**config.mk**
```make
export PLATFORM = sky130hd
export DESIGN_NAME = hkit_ctrl
export DESIGN_NICKNAME = d
export VERILOG_FILES = /design/src/hdl/hkit_pkg.sv /design/src/hdl/hkit_ctrl.sv
export SDC_FILE = /design/constraint.sdc
export NUM_CORES = 1
export LEC_CHECK = 0
export BUFFER_PORTS_ARGS = -buffer_cell sky130_fd_sc_hd__buf_4
export CAP_MARGIN = 40
export CORE_AREA = 10 10 47 49
export CTS_CLUSTER_SIZE = 20
export DETAILED_ROUTE_END_ITERATION = 8
export DIE_AREA = 0 0 57 59
export GPL_TIMING_DRIVEN = 1
export HOLD_SLACK_MARGIN = 0.1
export PLACE_DENSITY = 0.51
export SLEW_MARGIN = 20
export SYNTH_ARGS = -nofsm -noshare
export SYNTH_HDL_FRONTEND = slang
export SYNTH_SLANG_ARGS = --single-unit
```
**constraint.sdc**
```tcl
create_clock -name i_clk -period 2 [get_ports i_clk]
set_clock_uncertainty 0.15 [all_clocks]
set_input_delay 0.1 -clock i_clk [delete_from_list [all_inputs] [get_ports i_clk]]
set_output_delay 0.1 -clock i_clk [all_outputs]
set_load 0.05 [all_outputs]
```
**src/hdl/hkit_pkg.sv**
```systemverilog
// types, constants and status codes of the intern table
// no dependencies
package hkit_pkg;

    localparam int SLOT_COUNT_DEF  = 1024;
    localparam int LENGTH_BITS_DEF = 16;

    localparam int HASH_W       = 64;
    localparam int KEY_LEN_W    = 16;
    localparam int SLOT_INDEX_W = 10;
    localparam int LOAD_LIMIT_W = 11;

    localparam logic [LOAD_LIMIT_W-1:0] LOAD_LIMIT_RST = 11'd768;

    typedef logic [1:0] t_status;

    localparam t_status ST_OK       = 2'd0;
    localparam t_status ST_ZERO_LEN = 2'd1;
    localparam t_status ST_FULL     = 2'd2;

    typedef struct packed {
        logic accept;
        logic clr_step;
        logic mod_step;
        logic rd_home;
        logic rd_next;
        logic insert;
        logic fin_hit;
        logic fin_ins;
        logic fin_full;
        logic fin_zero;
        logic out_load;
    } t_dp_cmd;

    typedef struct packed {
        logic clr_done;
        logic len_zero;
        logic mod_done;
        logic slot_empty;
        logic slot_hit;
        logic probe_last;
        logic out_free;
    } t_dp_sts;

endpackage

```
**src/hdl/hkit_ctrl.sv**
```systemverilog
// controller state machine: clearing pass, home slot, probe loop, result hand-off
// depends on hkit_pkg
module hkit_ctrl (
    input  logic              i_clk,
    input  logic              i_rst_n,
    input  logic              i_in_valid,
    input  hkit_pkg::t_dp_sts i_sts,
    output hkit_pkg::t_dp_cmd o_cmd,
    output logic              o_in_ready
);

    localparam logic [2:0] S_CLEAR = 3'd0;
    localparam logic [2:0] S_IDLE  = 3'd1;
    localparam logic [2:0] S_MOD   = 3'd2;
    localparam logic [2:0] S_CMP   = 3'd3;
    localparam logic [2:0] S_EMIT  = 3'd4;

    logic [2:0] r_state;
    logic [2:0] n_state;

    always_comb begin
        n_state = r_state;
        o_cmd   = '0;
        unique case (r_state)
            S_CLEAR: begin
                o_cmd.clr_step = 1'b1;
                if (i_sts.clr_done) begin
                    n_state = S_IDLE;
                end
            end
            S_IDLE: begin
                if (i_in_valid) begin
                    o_cmd.accept = 1'b1;
                    n_state      = S_MOD;
                end
            end
            S_MOD: begin
                priority if (i_sts.len_zero) begin
                    o_cmd.fin_zero = 1'b1;
                    n_state        = S_EMIT;
                end else if (i_sts.mod_done) begin
                    o_cmd.rd_home = 1'b1;
                    n_state       = S_CMP;
                end else begin
                    o_cmd.mod_step = 1'b1;
                end
            end
            S_CMP: begin
                priority if (i_sts.slot_empty) begin
                    o_cmd.insert  = 1'b1;
                    o_cmd.fin_ins = 1'b1;
                    n_state       = S_EMIT;
                end else if (i_sts.slot_hit) begin
                    o_cmd.fin_hit = 1'b1;
                    n_state       = S_EMIT;
                end else if (i_sts.probe_last) begin
                    o_cmd.fin_full = 1'b1;
                    n_state        = S_EMIT;
                end else begin
                    o_cmd.rd_next = 1'b1;
                end
            end
            S_EMIT: begin
                if (i_sts.out_free) begin
                    o_cmd.out_load = 1'b1;
                    n_state        = S_IDLE;
                end
            end
            default: begin
                n_state = S_CLEAR;
            end
        endcase
    end

    always_ff @(posedge i_clk) begin
        if (!i_rst_n) begin
            r_state <= S_CLEAR;
        end else begin
            r_state <= n_state;
        end
    end

    assign o_in_ready = (r_state == S_IDLE);

endmodule

```
[After elaboration in Yosys (flattened, before gate mapping)]
Cells that the tools add are included.
Operators by class
  equality and inequality tests: 9
  mux-type cells: 30
  reduce and logical (&&, ||, !) cells: 2
Operator list (count)
  3-bit two-way mux: 8
  1-bit two-way mux: 18
  3-bit one-hot mux with 5 select lines: 1
  3-bit by 2-bit == test with 1-bit output (second input constant): 2
  2-bit inequality test (second input constant): 3
  5-bit two-way mux: 1
  5-bit AND reduction: 1
  2-bit two-way mux: 2
  4-bit inequality test (second input constant): 1
  3-bit by 1-bit == test with 1-bit output (second input constant): 1
  3-bit == test (second input constant): 1
  3-bit zero test: 1
  3-bit inequality test (second input constant): 1
Storage, ports and cells
  register bits after elaboration: 3
  input port bits: 10
  output and inout port bits: 12
  logic and storage cells: 42

[Logic depth before layout (Yosys ltp)]
  depth after elaboration: 4
  depth in mapped cells: 5
  depth with buffers taken out: 5

[Worst setup path after synthesis]
Ideal clock, no wire load.
  path type: register to output
  from: register r_state[0]
  to: output o_cmd[0] (netlist name)
  data arrival time: 2074 ps
  data required time: 1750 ps
  path slack: -324 ps
  stages on the path, launching flop included: 3
  buffers on the path: 1
  path through: dfxtp_1 buf_1 nor4bb_1
RTL lines
  from (decl): line hkit_ctrl.sv:18  | logic [2:0] r_state;
  from (signal assigned): line hkit_ctrl.sv:79  | r_state <= n_state;
  to (decl): line hkit_ctrl.sv:8  | output hkit_pkg::t_dp_cmd o_cmd,

==> results.py <==
metrics = {
    "hold_path": {
        "hold_path_depth": 4,
        "hold_start": "i_sts[1]",
        "hold_end": "r_state[0]",
        "min_path_type": "in2reg",
    },
    "finish": {
        "layout-drive-gt1-share_pct": 47.8,
        "top_register": "r_state",
        "largest_register_ffs": 3,
        "layout-area-overhead-vs-synth_pct": 61.2,
        "final_cell_mix": "23 x buf_4, 6 x nor2_1, 3 x and3_1, 3 x clkbuf_4, 3 x dfxtp_1",
        "top_regs": "r_state: 3 flops",
        "stdcell_count": 85,
        "layout_commonest_cell": "buf_4",
        "diodes": 0,
        "nNetsFinal": 80,
    },
    "pwr": {
        "pwr-share-clk_pct": 29.2,
        "p_comb_share_pct": 48.2,
        "p_int_uw": 216,
        "powerDensity_nw_per_um2": 631,
        "leakage_nw": 0.276,
        "p_switching_uw": 142,
        "peakVddDrop_mv": 0.314,
        "seqPwrFrac_pct": 22.6,
        "p_sw_share_pct": 39.7,
    },
    "cts": {
        "clk_pin_slew_ns": 0.04,
        "root_buffer": "clkbuf_4",
        "worstSkewPairLatency_ns": 0.23,
        "cts_buffers": 3,
        "cts_num_sinks": 3,
        "clock_path_buffers": 2,
        "cts_tree": "done",
        "post-cts-setup-buffer-count": 0,
        "htreeDepth": 1,
    },
    "timing": {
        "finalCritPeriodShare_pct": 89.1,
        "relSlewSlack_pct": 72.7,
        "max_freq_mhz": 561,
        "rsz0062_at_grt": "false",
        "setup_viol": 0,
        "worst_pin_slew_ns": 0.405,
        "hold_violations": 0,
        "fin_setup_tns_ns": 0,
        "maxSlewViolCount": 0,
        "period_minus_slack_ns": 1.78,
    },
    "floorplanning": {
        "io-pin-count": 22,
        "initial_core_util_pct": 25.1,
        "core_area_um2": 1400,
        "die_w_um": 57,
        "dieArea_um2": 3360,
        "die_y_um": 59,
        "rows": 14,
    },
    "worst_setup_path": {
        "cp.depth": 4,
        "crit_chain": "nand4bb_2 -> or3_4 -> inv_2 -> buf_4",
        "rr_worst_depth": 5,
        "worst-path-buf-inv": 2,
        "r2r-end": "r_state[0]",
        "slowest_stage": "dfxtp_1",
        "cp.arrival_ns": 1.53,
        "slowest_delay_ns": 0.38,
        "cp_data_required_time_ns": 1.75,
        "path_delay_family": "simple AND/OR/NAND/NOR gates",
        "r2r_setup_slack_ns": 0.40,
        "worst_r2r_startpoint": "r_state[2]",
        "path_class": "reg2out",
        "endpoint_kind": "output pin",
        "cp-start-kind": "flip-flop",
        "cp_max_fo": 11,
    },
    "run": {
        "cap_violations": 0,
    },
    "placed_design": {
        "io_buffers": 21,
        "routabilityCongestion": 0.740,
        "place_inst": 79,
        "hpwl_um": 843,
    },
    "detailed_routing": {
        "route.detailed.wl_per_inst_um": 12.2,
        "first_pass_iters": 4,
        "dr_total_vias": 400,
        "avgViaCountPerCell": 4.71,
        "drt-total-wl_um": 1040,
        "drtIter0Drc": 3,
        "drc": 0,
        "ant_nets": 0,
    },
    "grt": {
        "grt_use_total_pct": 5.66,
        "overflow": 0,
        "antenna_found_initial": 0,
        "grt_max_degree": 12,
        "grt_pass1_wl_um": 1560,
        "grt_pass1_vias": 376,
    },
    "synth": {
        "ys_seq_elements": 3,
        "avgSynthCellArea_um2": 7.99,
        "syn_nets": 54,
        "synth_cell_types": 28,
        "yosysWarnings": 0,
        "synth_area_um2": 352,
        "synth_cells": 44,
        "yosysSeqAreaShare_pct": 17.1,
    },
    "status": {
        "outcome": "complete, no violations",
    },
}
## what timing repair did
action	in CTS	in global routing
endpoints found under the hold margin	3	0
setup endpoints to repair	0	0
hold buffers	2	0
gates resized for setup	0	0
## cell families after synthesis
| family | Yosys count | share of synthesized area, % |
|---|---|---|
| DFF | 3 | 17.1 |
| muxes | 2 | 6.05 |
| and+or+nand+nor | 25 | 51.6 |
| buffers and inverters | 7 | 11.7 |
| AOI/OAI and AO/OA | 7 | 13.5 |
## stage by stage
step                      total power [mW]  instance area (µm²)  util [%]  hold WS [ns]  setup slack, ns
after floorplan                      0.200                  358         -        0.0676           0.0352
after global placement               0.254                  520      37.1         0.185            0.398
after CTS                            0.367                  567      40.4         0.193            0.195
final                                0.358                  567      40.4         0.198            0.218
after detailed placement             0.253                  520      37.1         0.192            0.402
after global routing                 0.386                  567      40.4         0.237            0.130
## power groups by stage
stage	Clock (mW)	Combinational [mW]	Sequential [mW]
floorplan	0	0.125	0.0749
global placement	0	0.172	0.0817
detailed placement	0	0.170	0.0822
CTS	0.112	0.174	0.0812
global route	0.119	0.184	0.0837
finish	0.104	0.172	0.0810
## worst max-delay path by stage
stage | from | end | slack (ns)
after global placement | r_state[2] | r_state[0] | 0.40
after CTS | r_state[2] | o_cmd[6] | 0.19
after floorplan | r_state[2] | o_cmd[2] | 0.04
after global routing | r_state[2] | o_cmd[6] | 0.13
after detailed placement | r_state[2] | r_state[0] | 0.40
final | r_state[2] | o_cmd[6] | 0.22
## worst register-to-register path, delay by kind of cell, from the launching register on
kind                   cells  cell delay, ns
flip-flops                 1            0.38
AND/OR/NAND/NOR            3            0.69
AO/OA/AOI/OAI              1            0.19
buffers and inverters      1            0.08
## routing by layer
metal,vias to the layer above,part of all wire (%),GRT usage [%]
met5,-,0,0
met4,0,0,3.02
met3,0,7.2,1.93
met2,8,56,11.2
met1,183,37,4.87
li1,209,-,-
## cells in the mapped netlist (all sizes together)
cell / n / area [µm²]
nor2: 6 / 22.5
buf: 4 / 30.0
and3: 3 / 18.8
dfxtp: 3 / 60.1
inv: 3 / 11.3
nor4b: 3 / 38.8
a21oi: 2 / 10.0
nand2: 2 / 7.51
nor3: 2 / 10.0
o21a: 2 / 15.0
a21boi: 1 / 7.51
a31oi: 1 / 6.26
and2: 1 / 6.26
and2b: 1 / 7.51
and3b: 1 / 8.76
mux2: 1 / 11.3
mux2i: 1 / 10.0
nand3b: 1 / 7.51
nand4bb: 1 / 16.3
nor3b: 1 / 7.51
nor4bb: 1 / 10.0
o311ai: 1 / 8.76
or3: 1 / 11.3
or3b: 1 / 8.76
## area by class of cell
class                           instances  area [µm²]
Fill cell                             143         835
Sequential cell                         3        60.1
Clock buffer                            4        26.3
Tap cell                               16        20.0
Timing Repair Buffer                   25         193
Inverter                                3        11.3
Multi-Input combinational cell         34         256
Power figures use the tool's default switching activity.
